### src/design/bpa_pkg.sv
// ----------------------------------------------------------------------------
// bpa_pkg
// Shared types and constants of the bitmap page allocator.
// ----------------------------------------------------------------------------
package bpa_pkg;

  localparam int ADDR_W       = 32;
  localparam int PAGE_COUNT_W = 19;
  localparam int PADDR_W      = 3;
  localparam int PDATA_W      = 32;

  typedef enum logic [0:0] {
    ACT_ALLOC = 1'b0,
    ACT_FREE  = 1'b1
  } action_t;

  typedef enum logic [2:0] {
    ST_ALLOCATED     = 3'd0,
    ST_OUT_OF_PAGES  = 3'd1,
    ST_FREED         = 3'd2,
    ST_BAD_ADDRESS   = 3'd3,
    ST_NOT_ALLOCATED = 3'd4
  } status_t;

  typedef enum logic [0:0] {
    REG_BASE_ADDRESS = 1'b0,
    REG_PAGE_COUNT   = 1'b1
  } reg_index_t;

  typedef enum logic [2:0] {
    S_CLEAR,
    S_IDLE,
    S_SCAN,
    S_FREE_CHECK,
    S_FREE_BIT
  } seq_state_t;

  typedef struct packed {
    logic [ADDR_W-1:0]       base_address;
    logic [PAGE_COUNT_W-1:0] page_count;
  } cfg_t;

endpackage

### src/design/bpa_seq.sv
// ----------------------------------------------------------------------------
// bpa_seq
// Request sequencer: bitmap clearing, first-fit word scan, free address
// check and word lookup, used-page count and result register.
// ----------------------------------------------------------------------------
module bpa_seq #(
  parameter int BITMAP_WORDS = 4096,
  parameter int WORD_BITS    = 64,
  parameter int PAGE_SHIFT   = 12,
  parameter int WA_W         = 12
) (
  input  logic                              clk,
  input  logic                              rst,
  input  bpa_pkg::cfg_t                     cfg,
  input  logic                              in_valid,
  output logic                              in_ready,
  input  bpa_pkg::action_t                  action,
  input  logic [bpa_pkg::ADDR_W-1:0]        address,
  output logic                              out_valid,
  input  logic                              out_ready,
  output logic [bpa_pkg::ADDR_W-1:0]        page_address,
  output bpa_pkg::status_t                  status,
  output logic [bpa_pkg::PAGE_COUNT_W-1:0]  free_count,
  output logic                              ram_we,
  output logic [WA_W-1:0]                   ram_waddr,
  output logic [WORD_BITS-1:0]              ram_wdata,
  output logic                              ram_re,
  output logic [WA_W-1:0]                   ram_raddr,
  input  logic [WORD_BITS-1:0]              ram_rdata
);
  import bpa_pkg::*;

  localparam int CAPACITY = BITMAP_WORDS * WORD_BITS;
  localparam int IDX_W    = $clog2(CAPACITY);
  localparam int CNT_W    = $clog2(CAPACITY + 1);
  localparam int WC_W     = $clog2(BITMAP_WORDS + 1);
  localparam int BIT_W    = $clog2(WORD_BITS);
  localparam int LIM_W    = (CNT_W > PAGE_COUNT_W) ? CNT_W : PAGE_COUNT_W;
  localparam int PI_W     = ADDR_W - PAGE_SHIFT;
  localparam int CMP_W    = (PI_W > LIM_W) ? PI_W : LIM_W;
  localparam logic [LIM_W-1:0]     CAP_LIM = LIM_W'(CAPACITY);
  localparam logic [WORD_BITS-1:0] ONE_BIT = WORD_BITS'(1);
  localparam logic [CNT_W-1:0]     WB_CNT  = CNT_W'(WORD_BITS);

  seq_state_t state, state_next;
  logic [WC_W-1:0]  issue_w, issue_w_next;
  logic [CNT_W-1:0] issue_base, issue_base_next;
  logic [WA_W-1:0]  chk_w, chk_w_next;
  logic [IDX_W-1:0] chk_base, chk_base_next;
  logic [CNT_W-1:0] rem, rem_next;
  logic [ADDR_W-1:0] req_addr;
  logic [PAGE_COUNT_W-1:0] used_count, used_next;

  logic [LIM_W-1:0]        managed;
  logic [ADDR_W-1:0]       abase;
  logic [ADDR_W-1:0]       offset;
  logic [PI_W-1:0]         pidx;
  logic [WA_W-1:0]         pword;
  logic                    bad_addr;
  logic [BIT_W-1:0]        clear_bit;
  logic [IDX_W-1:0]        alloc_idx;
  logic [ADDR_W-1:0]       alloc_addr;
  logic [BIT_W-1:0]        bit_sel;
  logic [PAGE_COUNT_W-1:0] fc;

  logic              res_en;
  logic [ADDR_W-1:0] res_addr;
  status_t           res_status;

  assign managed  = (LIM_W'(cfg.page_count) < CAP_LIM) ? LIM_W'(cfg.page_count) : CAP_LIM;
  assign abase    = {cfg.base_address[ADDR_W-1:PAGE_SHIFT], {PAGE_SHIFT{1'b0}}};
  assign offset   = req_addr - abase;
  assign pidx     = offset[ADDR_W-1:PAGE_SHIFT];
  assign pword    = WA_W'(pidx >> BIT_W);
  assign bad_addr = (req_addr < abase) || (|req_addr[PAGE_SHIFT-1:0]) ||
                    (CMP_W'(pidx) >= CMP_W'(managed));
  assign bit_sel  = rem[BIT_W-1:0];
  assign in_ready = (state == S_IDLE) && !out_valid;

  // lowest clear bit of the word under check
  always_comb begin
    clear_bit = '0;
    for (int i = WORD_BITS - 1; i >= 0; i--) begin
      if (!ram_rdata[i]) begin
        clear_bit = BIT_W'(i);
      end
    end
  end

  assign alloc_idx  = chk_base + IDX_W'(clear_bit);
  assign alloc_addr = abase + (ADDR_W'(alloc_idx) << PAGE_SHIFT);
  assign fc = (managed > LIM_W'(used_next)) ?
              PAGE_COUNT_W'(managed - LIM_W'(used_next)) : '0;

  always_comb begin
    state_next      = state;
    issue_w_next    = issue_w;
    issue_base_next = issue_base;
    chk_w_next      = chk_w;
    chk_base_next   = chk_base;
    rem_next        = rem;
    used_next       = used_count;
    ram_we          = 1'b0;
    ram_waddr       = chk_w;
    ram_wdata       = ram_rdata;
    ram_re          = 1'b0;
    ram_raddr       = issue_w[WA_W-1:0];
    res_en          = 1'b0;
    res_addr        = '0;
    res_status      = ST_OUT_OF_PAGES;
    unique case (state)
      S_CLEAR: begin
        ram_we       = 1'b1;
        ram_waddr    = issue_w[WA_W-1:0];
        ram_wdata    = '0;
        issue_w_next = issue_w + WC_W'(1);
        if (issue_w == WC_W'(BITMAP_WORDS - 1)) begin
          issue_w_next = '0;
          state_next   = S_IDLE;
        end
      end
      S_IDLE: begin
        if (in_valid && in_ready) begin
          if (action == ACT_FREE) begin
            state_next = S_FREE_CHECK;
          end else if (managed == '0) begin
            res_en = 1'b1;
          end else begin
            ram_re          = 1'b1;
            ram_raddr       = '0;
            chk_w_next      = '0;
            chk_base_next   = '0;
            issue_w_next    = WC_W'(1);
            issue_base_next = WB_CNT;
            state_next      = S_SCAN;
          end
        end
      end
      S_SCAN: begin
        if (ram_rdata != '1) begin
          state_next = S_IDLE;
          res_en     = 1'b1;
          if (LIM_W'(alloc_idx) < managed) begin
            ram_we     = 1'b1;
            ram_wdata  = ram_rdata | (ONE_BIT << clear_bit);
            used_next  = used_count + PAGE_COUNT_W'(1);
            res_addr   = alloc_addr;
            res_status = ST_ALLOCATED;
          end
        end else if (issue_w < WC_W'(BITMAP_WORDS) && LIM_W'(issue_base) < managed) begin
          ram_re          = 1'b1;
          chk_w_next      = issue_w[WA_W-1:0];
          chk_base_next   = issue_base[IDX_W-1:0];
          issue_w_next    = issue_w + WC_W'(1);
          issue_base_next = issue_base + WB_CNT;
        end else begin
          state_next = S_IDLE;
          res_en     = 1'b1;
        end
      end
      S_FREE_CHECK: begin
        if (bad_addr) begin
          state_next = S_IDLE;
          res_en     = 1'b1;
          res_status = ST_BAD_ADDRESS;
        end else begin
          ram_re     = 1'b1;
          ram_raddr  = pword;
          chk_w_next = pword;
          rem_next   = CNT_W'(pidx);
          state_next = S_FREE_BIT;
        end
      end
      S_FREE_BIT: begin
        state_next = S_IDLE;
        res_en     = 1'b1;
        if (ram_rdata[bit_sel]) begin
          ram_we     = 1'b1;
          ram_wdata  = ram_rdata & ~(ONE_BIT << bit_sel);
          res_status = ST_FREED;
          if (used_count != '0) begin
            used_next = used_count - PAGE_COUNT_W'(1);
          end
        end else begin
          res_status = ST_NOT_ALLOCATED;
        end
      end
      default: begin
        state_next = S_IDLE;
      end
    endcase
  end

  always_ff @(posedge clk) begin
    if (rst) begin
      state      <= S_CLEAR;
      issue_w    <= '0;
      used_count <= '0;
      out_valid  <= 1'b0;
    end else begin
      state      <= state_next;
      issue_w    <= issue_w_next;
      used_count <= used_next;
      if (res_en) begin
        out_valid <= 1'b1;
      end else if (out_ready) begin
        out_valid <= 1'b0;
      end
    end
  end

  always_ff @(posedge clk) begin
    issue_base <= issue_base_next;
    chk_w      <= chk_w_next;
    chk_base   <= chk_base_next;
    rem        <= rem_next;
    if (in_valid && in_ready) begin
      req_addr <= address;
    end
    if (res_en) begin
      page_address <= res_addr;
      status       <= res_status;
      free_count   <= fc;
    end
  end

endmodule
### config.mk
export PLATFORM = sky130hd
export DESIGN_NAME = bpa_seq
export DESIGN_NICKNAME = d
export VERILOG_FILES = /design/src/design/bpa_pkg.sv /design/src/design/bpa_seq.sv
export SDC_FILE = /design/constraint.sdc
export NUM_CORES = 1
export LEC_CHECK = 0
export ABC_AREA = 1
export ABC_CLOCK_PERIOD_IN_PS = 11900
export BUFFER_PORTS_ARGS = -buffer_cell sky130_fd_sc_hd__buf_4
export CAP_MARGIN = 5
export CORE_MARGIN = 2
export CORE_UTILIZATION = 30
export DETAILED_ROUTE_END_ITERATION = 10
export PLACE_DENSITY = 0.59
export SLEW_MARGIN = 20
export SYNTH_ARGS = -nofsm -noshare
export SYNTH_HDL_FRONTEND = slang
export SYNTH_SLANG_ARGS = --single-unit
### constraint.sdc
create_clock -name clk -period 11.9 [get_ports clk]
set_input_delay 2.975 -clock clk [delete_from_list [all_inputs] [get_ports clk]]
set_output_delay 2.975 -clock clk [all_outputs]
set_load 0.02 [all_outputs]
==> key figures <==
Status
  • Status: finished, final reports clean

Final layout
  • Layout Nets: 2592
  • Area growth, synth to finish: 23.0%
  • Core Util, Final: 37.5%
  • Finished Layout Cells: 2946
  • Post-route cell area: 0.0174 mm²
  • Fraction of final layout cells sized beyond drive strength 1: 15.2%
  • Fillers: 5066

Setup path
  • Setup CP Type: input port to primary output
  • Worst EP arrival: 8.10 ns
  • Startpoint types: input port
  • Worst-path fanout max: 14
  • Buf/Inv on CP: 2
  • Worst EP required: 8.93 ns
  • Most frequent CP cell: nand2_1
  • Max stage delay on crit path: 0.42 ns
  • Crit path max-delay family: simple AND/OR/NAND/NOR gates
  • Crit end category: primary output
  • Slowest CP cell: o21ai_0

STA
  • Slew Limit Fails: 0
  • Fin crit share: 93.1%
  • Rel. slew slack: 28.7%
  • Clock skew: 0.00917 ns
  • Clock period minus worst slack: 11.08 ns
  • Final setup fails: 0
  • Setup_tns: 0 ns
  • Maximum clock frequency: 90.3 MHz
  • Hold Fails Final Rpt: 0
  • Worst-Margin Slew: 1.06 ns
  • Unrepaired setup endpoints after global routing: no
  • WHS: 0.489 ns

GRT
  • All-Layer GR Usage: 24.3%
  • Total grt overflow: 0
  • Largest net degree at the start of global routing: 56
  • Vias in the first global route: 15220
  • First-pass GRT wire length: 91600 µm
  • Antenna violations before repair: 1

CTS
  • Clk Tree Root Cell: clkbuf_16
  • CTS buffer count: 17
  • CTS sink count: 153
  • Clock tree buffer depth: 2
  • Clock-pin slew on the worst setup and hold paths: 0.06 ns
  • Post CTS Setup Buffer Count: 0
  • Worst skew pair latency: 0.45 ns
  • H-tree levels: 4
  • CTS tree: yes
  • CTS Hold Buffers Added: 0
  • Post-CTS sizing: 0

Synth
  • Syn Inst Count: 2082
  • Leading area contributor after synthesis: edfxtp_1
  • Synthesized cell area: 0.0142 mm²
  • Mux cell area share after synthesis: 0%
  • Synth top area cells: edfxtp_1 (25%), nand2_1 (11%), ha_1 (9.9%), inv_1 (7.3%), nor2_1 (7.3%)
  • Post-Synth Adder-Cell Area: 10.3%
  • Most common cell in the netlist: nand2_1
  • Synth warn: 0
  • Seq/Total Area, Yosys: 29.9%
  • Synth cell types: 58
  • Asr flop ratio synth: 0%
  • Main synth FF type: edfxtp_1
  • EDFF count, synth: 117
  • Top cells by count, synth: nand2_1 (431), inv_1 (275), nor2_1 (274), a21oi_1 (156), nand3_1 (122)
  • Yosys reg bits: 153
  • Synthesized area per cell: 6.81 µm²
  • XOR/XNOR Fraction of Synth Area: 2.90%
  • Largest family of logic cells by synthesized area: simple AND/OR/NAND/NOR gates
  • Compound-Gate Fraction of Synth Area: 17.2%
  • Post-Synth Simple-Gate Area: 29.1%
  • Yosys top cell area share: 24.8%

Place
  • Placed Area: 0.0168 mm²
  • GPL Wtd Cong: 0.963
  • Port Buffer Count: 273
  • DPL Wire Length: 47500 µm
  • Placed insts: 2913

Drt
  • # DRC: 0
  • DRT antenna net count: 0
  • Wire length per cell: 20.5 µm
  • Initial DRC count: 1419
  • Vias/cell: 5.26
  • WL final: 60400 µm
  • Vias post-DR: 15499
  • Pre-antenna DRT Iters: 6

Power
  • Pwr dens: 89.3 mW/mm²
  • VDD IR-drop max: 109 µV
  • Lkg Pwr: 0.00797 µW

Die
  • Core area: 0.0466 mm²
  • Row cnt: 79
  • I/O pins: 298
  • Die ar.: 0.0490 mm²
  • Chip Width: 221 µm
  • Chip height: 221 µm
  • Starting Density: 30.5%

Min path
  • Hold/Removal Path Class: flip-flop to flip-flop

Job
  • Max Cap Violations: 0
stage by stage:
stage / total power [µW] / setup WS [ns]
floorplan: 828 / 1.78
global placement: 992 / 0.771
detailed placement: 996 / 0.819
CTS: 1570 / 0.801
global route: 1630 / 0.121
finish: 1560 / 0.821
cells in the final DEF (no fill, tap or decap), types with 31 or more instances in the layout:
cell      netlist  routed
dfxtp_1        36      36
inv_1         275     275
nor3_1         59      59
nand2_1       431     431
o22ai_1        48      48
o21ai_0       102     102
a21oi_1       156     156
buf_4          13     298
nand3_1       122     122
edfxtp_1      117     117
nor2_1        274     272
ha_1          112     112
nand4_1        31      31
nor4_1         31      31
cells by family after synthesis:
| family | count (synthesis) |
|---|---|
| buf+inv | 374 |
| xor+xnor | 47 |
| other cells | 1 |
| simple gates | 969 |
| compound gates | 423 |
| flops | 153 |
| fa+ha+maj | 115 |
path summary, 6_finish.rpt:
| kind | startpoint | to | slack [ns] | depth (start not counted) |
|---|---|---|---|---|
| worst max register to register | rem[0]$_DFFE_PP_ | free_count[3]$_SDFFCE_PP0P_ | 4.41 | 42 |
| worst max-delay path | ram_rdata[62] | ram_wdata[8] | 0.82 | 73 |
| worst min-delay path | issue_w[11]$_SDFFE_PP0P_ | issue_w[11]$_SDFFE_PP0P_ | 0.49 | 2 |
| worst min register to register | issue_w[11]$_SDFFE_PP0P_ | issue_w[11]$_SDFFE_PP0P_ | 0.49 | 2 |
worst reg2reg max path, delay by kind of cell, from the launching register on:
kind	cells	cell delay, ns
simple gates	20	2.42
buf+inv	7	1.67
fa+ha+maj	1	0.32
compound gates	14	2.41
flops	1	0.43
sequential cells by signal, indices dropped and copies added (netlist names):
signal,flops
free_count,19
rem,6
state,3
req_addr,32
issue_base,13
issue_w,13
used_count,19
chk_base,12
out_valid,1
status,3
chk_w,12
page_address,20
final cells by class:
| class | instances | area, µm² | share of cell area [%] |
|---|---|---|---|
| Clock buffer | 17 | 425 | 2.44 |
| Inverter | 288 | 1080 | 6.20 |
| Timing Repair Buffer | 298 | 2240 | 12.8 |
| Multi-Input combinational cell | 1567 | 8520 | 48.9 |
| Clock inverter | 15 | 175 | 1.00 |
| Sequential cell | 153 | 4230 | 24.3 |
| Antenna cell | 1 | 2.50 | 0.0143 |
| Tap cell | 607 | 759 | 4.36 |
routing by layer:
metal | global-route usage [%] | up-vias | part of all wire (%)
li1 | - | 7522 | -
met1 | 31.3 | 7163 | 43
met2 | 40.2 | 711 | 46
met3 | 4.55 | 103 | 8.0
met4 | 9.44 | 0 | 3.8
met5 | 0 | - | 0
where the power goes:
group | switching [µW] | leakage [µW] | total (µW) | internal, µW
sequential | 4.48 | 0.00132 | 588 | 584
combinational | 252 | 0.00635 | 399 | 146
clock | 239 | 0.000298 | 570 | 330
total | 496 | 0.00797 | 1560 | 1060
(Power assumes the default switching activity.)
