File: src/design/bpa_pkg.sv
// ----------------------------------------------------------------------------
// bpa_pkg
// Shared types and constants of the bitmap page allocator.
// ----------------------------------------------------------------------------
package bpa_pkg;

  localparam int ADDR_W       = 32;
  localparam int PAGE_COUNT_W = 19;
  localparam int PADDR_W      = 3;
  localparam int PDATA_W      = 32;

  typedef enum logic [0:0] {
    ACT_ALLOC = 1'b0,
    ACT_FREE  = 1'b1
  } action_t;

  typedef enum logic [2:0] {
    ST_ALLOCATED     = 3'd0,
    ST_OUT_OF_PAGES  = 3'd1,
    ST_FREED         = 3'd2,
    ST_BAD_ADDRESS   = 3'd3,
    ST_NOT_ALLOCATED = 3'd4
  } status_t;

  typedef enum logic [0:0] {
    REG_BASE_ADDRESS = 1'b0,
    REG_PAGE_COUNT   = 1'b1
  } reg_index_t;

  typedef enum logic [2:0] {
    S_CLEAR,
    S_IDLE,
    S_SCAN,
    S_FREE_CHECK,
    S_FREE_BIT
  } seq_state_t;

  typedef struct packed {
    logic [ADDR_W-1:0]       base_address;
    logic [PAGE_COUNT_W-1:0] page_count;
  } cfg_t;

endpackage

File: src/design/bpa_cfg_regs.sv
// ----------------------------------------------------------------------------
// bpa_cfg_regs
// APB register file holding the managed region base and page count.
// ----------------------------------------------------------------------------
module bpa_cfg_regs (
  input  logic                         clk,
  input  logic                         rst,
  input  logic                         psel,
  input  logic                         penable,
  input  logic                         pwrite,
  input  logic [bpa_pkg::PADDR_W-1:0]  paddr,
  input  logic [bpa_pkg::PDATA_W-1:0]  pwdata,
  output logic [bpa_pkg::PDATA_W-1:0]  prdata,
  output logic                         pready,
  output bpa_pkg::cfg_t                cfg
);
  import bpa_pkg::*;

  reg_index_t reg_sel;
  logic       wr_en;

  assign pready  = 1'b1;
  assign reg_sel = reg_index_t'(paddr[2]);
  assign wr_en   = psel && penable && pwrite && pready;

  always_ff @(posedge clk) begin
    if (rst) begin
      cfg <= '0;
    end else if (wr_en) begin
      unique case (reg_sel)
        REG_BASE_ADDRESS: cfg.base_address <= pwdata;
        REG_PAGE_COUNT:   cfg.page_count   <= pwdata[PAGE_COUNT_W-1:0];
        default:          cfg <= cfg;
      endcase
    end
  end

  always_comb begin
    unique case (reg_sel)
      REG_BASE_ADDRESS: prdata = cfg.base_address;
      REG_PAGE_COUNT:   prdata = PDATA_W'(cfg.page_count);
      default:          prdata = '0;
    endcase
  end

endmodule

File: config.mk
export PLATFORM = sky130hd
export DESIGN_NAME = bpa_cfg_regs
export DESIGN_NICKNAME = d
export VERILOG_FILES = /design/src/design/bpa_pkg.sv /design/src/design/bpa_cfg_regs.sv
export SDC_FILE = /design/constraint.sdc
export NUM_CORES = 1
export LEC_CHECK = 0
export BUFFER_PORTS_ARGS = -buffer_cell sky130_fd_sc_hd__buf_4
export CAP_MARGIN = 20
export CELL_PAD_IN_SITES_DETAIL_PLACEMENT = 0
export CELL_PAD_IN_SITES_GLOBAL_PLACEMENT = 1
export CORE_ASPECT_RATIO = 1.4
export CORE_MARGIN = 2
export CORE_UTILIZATION = 36
export DETAILED_ROUTE_END_ITERATION = 16
export PLACE_DENSITY_LB_ADDON = 0.1
export SYNTH_ARGS = -nofsm -noshare
export SYNTH_HDL_FRONTEND = slang
export SYNTH_SLANG_ARGS = --single-unit
File: constraint.sdc
create_clock -name clk -period 2.05 [get_ports clk]
set_input_delay 0.205 -clock clk [delete_from_list [all_inputs] [get_ports clk]]
set_output_delay 0.205 -clock clk [all_outputs]
set_load 0.02 [all_outputs]
==> results list, run 1 <==
- After clock tree synthesis, the setup repair step added 0 buffers.
- The worst path needs 1.33 ns of the cycle, external delays included.
- The min-delay analysis places its worst path in the category primary input to flip-flop.
* Worst Setup EP: prdata[17]
- Result of the run: completed
* Slack of the worst reg-to-reg path: 1.42 ns
- Entering global routing, the biggest net connects 84 pins.
- Proportion of synthesized flip-flops having asynchronous set or reset: 0
- Combined global-route utilization of all metal layers: 0.142
- Count of port buffers added during placement: 120
* CTS Sinks: 51
- The later pin in the worst-skew pair is clocked with a latency of 0.29 ns.
- Die Height: 103 microns
- Slew @ Worst Pin: 0.545 ns
* Area of all sequential standard cells: 1020 sq um
* Fraction of layout cells with a size suffix above 1: 0.423
* Number of standard cells in the layout, taps in and fillers out: 445
- Clock Tree Root: clkbuf_8
- Once layout is complete, the utilization of the core stands at 0.511.
- In this run, synthesis produced a sequential element count of 51.
* Layout Area Growth over Synthesis: 39.4%
- Cell with the most instances after synthesis: nand2b_1
- The floorplan step set the die width to 74.5 microns.
* Multiplexer area fraction after synthesis: 0.289
- After detailed routing, the number of vias per cell comes to 4.45.
- Before antenna repair, the detailed router went through 6 iterations.
* Kind of capture point of the worst setup path: output port
- TritonCTS created 5 clock buffers.
* Final number of hold-violating endpoints: 0
- Averaged over all synthesized cells, the footprint is 10.4 sq um.
- Setup CP Type: primary input to output port
* Maximum clock path buffer count: 2
- Area fraction in compound gates after synthesis: 0
- In this run the count of I/O pins placed on the die edge is 124.
- Placed cells: 437
- The floorplan has 36 rows.
- Number of cells on the worst reg-to-reg path: 2
- Of the total synthesized cell area, the portion taken by AND, OR, NAND and NOR gates is 0.246.
- In this run the static leakage power is 0.00164 uW.
- Of the post-synthesis cell area, the dominant cell type holds 0.407.
* Number of warnings printed during yosys synthesis: 0
* Total of cells resized after clock tree synthesis: 0
- The final layout contains 389 nets.
* Power per Cell Area: 532 nW/um^2
- The first routing iteration left 51 violations.
* Clock transition at path regs: 0.09 ns
- Placed wire-length estimate: 3.68 mm
- Dividing the detail-routed wire length by the instance count gives 12.3 microns.
- The cell count after synthesis came out at 240.
- Max capacitance violation total: 0
- Data on the critical path is required at its endpoint by 1.85 ns.
- The worst register-to-register path begins at cfg[10]$_SDFFE_PP0P_.
- Of all nets on the critical path, the largest fanout is 34.
* Commonest register cell after synthesis: dfxtp_1
* Area of combinational cells with multiple inputs: 1350 sq um
- For the worst setup path, the data arrival time is 1.13 ns.
- Top area cells in the synthesized netlist: dfxtp_1 (41%), nand2b_1 (21%), mux2i_1 (20%)
- After synthesis, the largest family of logic cells by area is multiplexers.
- CTS tree: built
- For this run, the register share of the synthesized area comes to 0.407.
- Setup violations remaining at the end of the flow were counted as 0.
- In this run the cell area of the synthesized design comes to 2510 sq um.
* Unique cell type count in the Yosys netlist: 13
- Total nets after synthesis: 280
- DRT antenna net count: 0
- For this run the aggregate overflow at the end of global routing stands at 0.
- STA classifies the critical path startpoint as a primary input.
* End of the worst register-to-register path: cfg[10]$_SDFFE_PP0P_
* Unrepaired setup endpoints after global routing: no
* Die Footprint: 7660 sq um
* Max IR drop VDD: 0.272 mV
- The register with the most flip-flops in the final layout is cfg.
* Top cells by count, synth: nand2b_1 (83), dfxtp_1 (51), mux2i_1 (51)
* Wirelength, routed: 5.48 mm
- After routing, the total negative slack on setup checks comes to 0 ns.
* Post-synth top area cell: dfxtp_1
- The initial utilization of the core area, before any placement, comes to 0.366.
* Total inserted antenna cells: 0
- The largest registers in the layout are cfg x51.
- Yosys mapped a number of flops with a built-in enable equal to 0.
* Xor and xnor area share after synthesis: 0
- Slew Limit Fails: 0
- In this run the standard cell core region covers 6850 sq um.
* Routability-driven placement congestion ratio: 0.697
- Number of buffers added to fix hold violations after cts: 0
* Number of antenna violations at the first check in global routing: 0
* Adder and majority gate portion of the synthesized area: 0
* Setup crit start: paddr[2]
* Vias in the first global route: 1788
- Via Count: 1980
- Number of flip-flops under the largest register name: 51
* Maximum level of the CTS H-tree: 2
- Maximum clock skew at final layout: 0 ns
- Fmax: 0.750 GHz
- The layout has 694 filler cells.
- Worst slew margin: 0.637
* Period utilisation layout: 0.651
* DRC violations left: 0
- The first global-routing pass estimated 8.44 mm of wire.
[cells by family after synthesis]
kind of cell | Yosys count
simple gates | 98
buf+inv | 20
flops | 51
mux | 70
other cells | 1
[cells in the final DEF, fill, tap and decap left out]
| cell type | count |
|---|---|
| clkbuf_1 | 2 |
| dfxtp_1 | 51 |
| nand4_1 | 1 |
| nor2b_1 | 13 |
| clkbuf_8 | 5 |
| mux2_2 | 19 |
| and4b_2 | 1 |
| buf_4 | 121 |
| nand2b_1 | 83 |
| buf_12 | 1 |
| clkinv_2 | 1 |
| conb_1 | 1 |
| mux2i_1 | 51 |
[how the worst min path moves through the flow]
stage	startpoint	to	slack [ns]	cells after the start
global route	pwdata[22]	cfg[41]$_SDFFE_PP0P_	0.16	3
global placement	cfg[50]$_SDFFE_PP0P_	cfg[50]$_SDFFE_PP0P_	0.47	2
CTS	pwdata[19]	cfg[38]$_SDFFE_PP0P_	0.16	3
finish	pwdata[19]	cfg[38]$_SDFFE_PP0P_	0.17	3
detailed placement	cfg[21]$_SDFFE_PP0P_	cfg[21]$_SDFFE_PP0P_	0.48	2
floorplan	pwdata[19]	cfg[38]$_SDFFE_PP0P_	0.36	2
[worst max-delay path, cell delays in order]
cell and delay, ns:
buf_4 0.36, mux2_2 0.40, buf_4 0.16
[power breakdown]
| group | internal [uW] | total (uW) | leakage (uW) | switching [uW] |
|---|---|---|---|---|
| registers | 1010 | 1030 | 0.000413 | 16.1 |
| clock network | 240 | 552 | 0.0000422 | 311 |
| logic | 151 | 281 | 0.00118 | 130 |
| total | 1400 | 1860 | 0.00164 | 457 |
[layer usage]
metal	part of all wire	global-route usage	up-vias	routed length, microns
li1	-	-	1001	-
met5	0	0	-	0
met4	0.0088	0.0453	0	48
met2	0.50	0.251	65	2730
met1	0.43	0.161	910	2330
met3	0.068	0.0430	4	375
[per-stage QoR]
stage,hold slack [ns],cell area [sq um],worst slack [ns],power (uW)
2_1_floorplan,0.360,2510,0.946,1220
5_1_grt,0.162,3500,0.668,1960
3_5_place_dp,0.479,3410,0.648,1340
3_3_place_gp,0.469,3410,0.670,1340
6_report,0.169,3500,0.716,1860
4_1_cts,0.160,3500,0.692,1900
[cell type report]
type,instances,area share
timing repair buffer,122,0.266
clock buffer,7,0.0218
tap,95,0.0340
clock inverter,1,0.00143
sequential,51,0.292
multi-input combinational,169,0.385
(Power assumes the default switching activity.)
==> run 2: changes to the inputs <==
Settings changed: ABC_AREA from default to 1, CORE_UTILIZATION 36 to 27.
Clock period 2.05 ns to 1.1 ns, I/O delays scaled along.
==> run 2 against run 1 <==
Effect of this change:
- setup slack worse by 0.65 ns
- via count is 34% higher
- register-to-register slack worse by 0.93 ns
- sequential cell count stayed put
- core utilization is 9.8 points lower
- critical endpoint is now prdata[4]
==> results list, run 2 <==
* Result of the run: completed
* Area of all sequential standard cells: 1030 sq um
* Synthesized instance count: 405
- Worst Min Path Start: pwdata[21]
* Internal Power: 3240 uW
- Max-cap violations in this run came to 0.
* DRT antenna net count: 0
- In the final routed layout, each cell accounts on average for 11.9 microns.
- The final number of hold-violating endpoints was 0.
* Fmax: 0.965 GHz
* Number of ports placed on the die boundary: 124
* Die Footprint: 10200 sq um
* Starting Density: 0.281
- Critical path fanouts, max: 3
* Post-synth top area cell: dfxtp_1
- Number of flip-flops under the largest register name: 51
* Setup-violating endpoint count in the final report: 0
- Clock transition at path regs: 0.06 ns
- Worst path required time: 0.99 ns
- Clock tree synthesis inserted a total of 5 buffers.
- Count of port buffers added during placement: 120
- Max IR drop VDD: 0.574 mV
- Element type at the critical path start: flip-flop
- Buffers inserted to repair hold after CTS numbered 0.
* Final hold slack: 0.130 ns
- Via-to-Cell Ratio: 4.22
- After filler insertion, the fill cell instance count of the layout stands at 1011.
- Worst skew pair latency: 0.29 ns
* Count of flip-flops with a built-in enable after synthesis: 0
- By count the netlist is led by nor2_1 (113), nand2_1 (109), dfxtp_1 (51), nand3_1 (51), inv_1 (45).
- The critical path starts at cfg[4]$_SDFFE_PP0P_.
* Maximum clock skew at final layout: 0 ns
- Counting every net in the synthesized netlist gives 445.
- The critical path in this run is classified as flip-flop to output port.
- Setup total negative slack on the finished layout was measured at 0 ns.
- Unrepaired setup endpoints after global routing: yes
- Combinational cell fraction of total power: 0.183
- Layout Area Growth over Synthesis: 47.1%
- The detailed router finished its first iteration with 66 violations.
- The longest clock path from root to sink contains 2 buffers.
- CTS tree: built
- The routed layout has 2644 vias.
- Total inserted antenna cells: 0
- Placed cells: 618
- Walking the worst path, the cells encountered are nand2_1 > nand2_1 > buf_4.
* Area of the core region: 9080 sq um
- For this run, the number of Yosys warnings is 0.
* Unique cell type count in the Yosys netlist: 18
* Path type of the worst min-delay path: primary input to flip-flop
- The mapped netlist covers 2550 sq um.
* Leading cell type in the layout, fill and taps excluded: buf_4
* Routability-driven placement congestion ratio: 0.704
- Vias in the first global route: 2385
* Placed wire-length estimate: 5.17 mm
- Commonest register cell after synthesis: dfxtp_1
* Top area cells in the synthesized netlist: dfxtp_1 (40%), nor2_1 (17%), nand2_1 (16%)
- Most flop-heavy register: cfg
- Averaged over all synthesized cells, the footprint is 6.29 sq um.
- Dividing the final minimum period by the clock period gives 0.942.
* First-pass iteration count of the detailed router: 4
- The first global-routing pass estimated 11.8 mm of wire.
- At the end of the flow the core is filled with cells to 0.413.
- For this run the aggregate overflow at the end of global routing stands at 0.
- At the worst endpoint, the arrival time is 0.93 ns.
- Chip Width: 86.1 microns
- Delay contributed by the slowest stage of the critical path: 0.36 ns
- The finished layout holds 626 standard cells, fillers aside.
- Die Height: 119 microns
- Sequential power share: 0.446
* Count of standard-cell rows: 41
* Slew Limit Fails: 0
* Switching power: 1160 uW
- Largest net degree at the start of global routing: 52
- The worst setup path is captured at an output port.
* Number of buffer and inverter stages on the critical path: 1
- The initial antenna violation count is 0.
- In this run the static leakage power is 0.00196 uW.
* Sequential fraction of the synthesis area: 0.401
- Area of combinational cells with multiple inputs: 1160 sq um
- Combined global-route utilization of all metal layers: 0.143
- Most frequent cells in the layout: buf_4 (125), nor2_1 (113), nand2_1 (109), nand3_1 (51), inv_1 (45)
- Switch share: 0.264
* Min Clock Period, post-route: 1.04 ns
- Counting flops and latches in the post-synthesis netlist gives 51.
* Fraction of layout cells with a size suffix above 1: 0.297
* Proportion of synthesized flip-flops having asynchronous set or reset: 0
- Dividing total power by cell area gives a power density of 1180 nW/um^2.
* Total of cells resized after clock tree synthesis: 0
- The largest registers in the layout are cfg x51.
- The most numerous cell type found on the critical path is nand2_1.
* DRC violations left: 0
- The startpoint identified for the worst register-to-register timing path is cfg[24]$_SDFFE_PP0P_.
- Buffers added to address setup during post-CTS repair amount to 0.
- For this block, the routed nets add up to 7.43 mm of wire.
* Maximum level of the CTS H-tree: 2
- The slowest stage of the critical path belongs to the cell dfxtp_1.
* Kind of cell with the highest combined delay on the critical path: flip-flops
- The tree is rooted in a clkbuf_16.
* Cell with the most instances after synthesis: nor2_1
- Proportion of netlist area held by the largest area contributor: 0.401
* Post-layout net count: 558
- Clock group share of total power: 0.371
* CTS Sinks: 51
==> run 2: per-layer routing <==
metal  GRT usage  vias to the layer above  routed length (microns)
met4      0.0387                        0                       85
met3      0.0347                        5                      451
li1            -                     1426                        -
met1       0.177                     1142                     3340
met5           0                        -                        0
met2       0.246                       71                     3560
==> run 2: through the flow <==
| stage | total power (uW) | worst slack (ns) | area [sq um] |
|---|---|---|---|
| after CTS | 4480 | 0.0206 | 3740 |
| final | 4400 | 0.0633 | 3750 |
| after detailed placement | 2820 | 0.100 | 3580 |
| after floorplan | 2450 | 0.208 | 2550 |
| after global routing | 4620 | -0.00119 | 3750 |
| after global placement | 2820 | 0.106 | 3580 |
==> run 2: kinds of logic after synthesis <==
logic type / count (synthesis) / share of synthesized area
simple gates: 279 / 0.456
buf+inv: 74 / 0.142
other cells: 1 / 0.00147
flops: 51 / 0.401
==> run 2: final cells by class <==
| cell class | instances | share of cell area |
|---|---|---|
| clock buffers | 8 | 0.0418 |
| well taps | 107 | 0.0357 |
| inverters | 48 | 0.0488 |
| flip-flops and latches | 51 | 0.275 |
| repair buffers | 132 | 0.288 |
| multi-input cells | 280 | 0.311 |
==> run 2: worst paths after layout <==
path                                             end  slack [ns]  cells after the start
worst max-delay path                       prdata[4]        0.06                      3
worst min-delay path            cfg[40]$_SDFFE_PP0P_        0.13                      5
worst max register to register  cfg[24]$_SDFFE_PP0P_        0.49                      2
worst min register to register  cfg[40]$_SDFFE_PP0P_        0.49                      2
==> run 2: power groups by stage <==
stage | Combinational (uW) | Sequential [uW] | Clock [uW]
final | 805 | 1960 | 1630
after global routing | 885 | 1970 | 1760
after CTS | 820 | 1960 | 1700
after detailed placement | 819 | 2010 | 0
after global placement | 814 | 2000 | 0
after floorplan | 379 | 2070 | 0
==> run 2: worst register-to-register path, delay by kind of cell, from the launching register on <==
family	cells	cell delay, ns
flops	1	0.33
simple gates	2	0.18
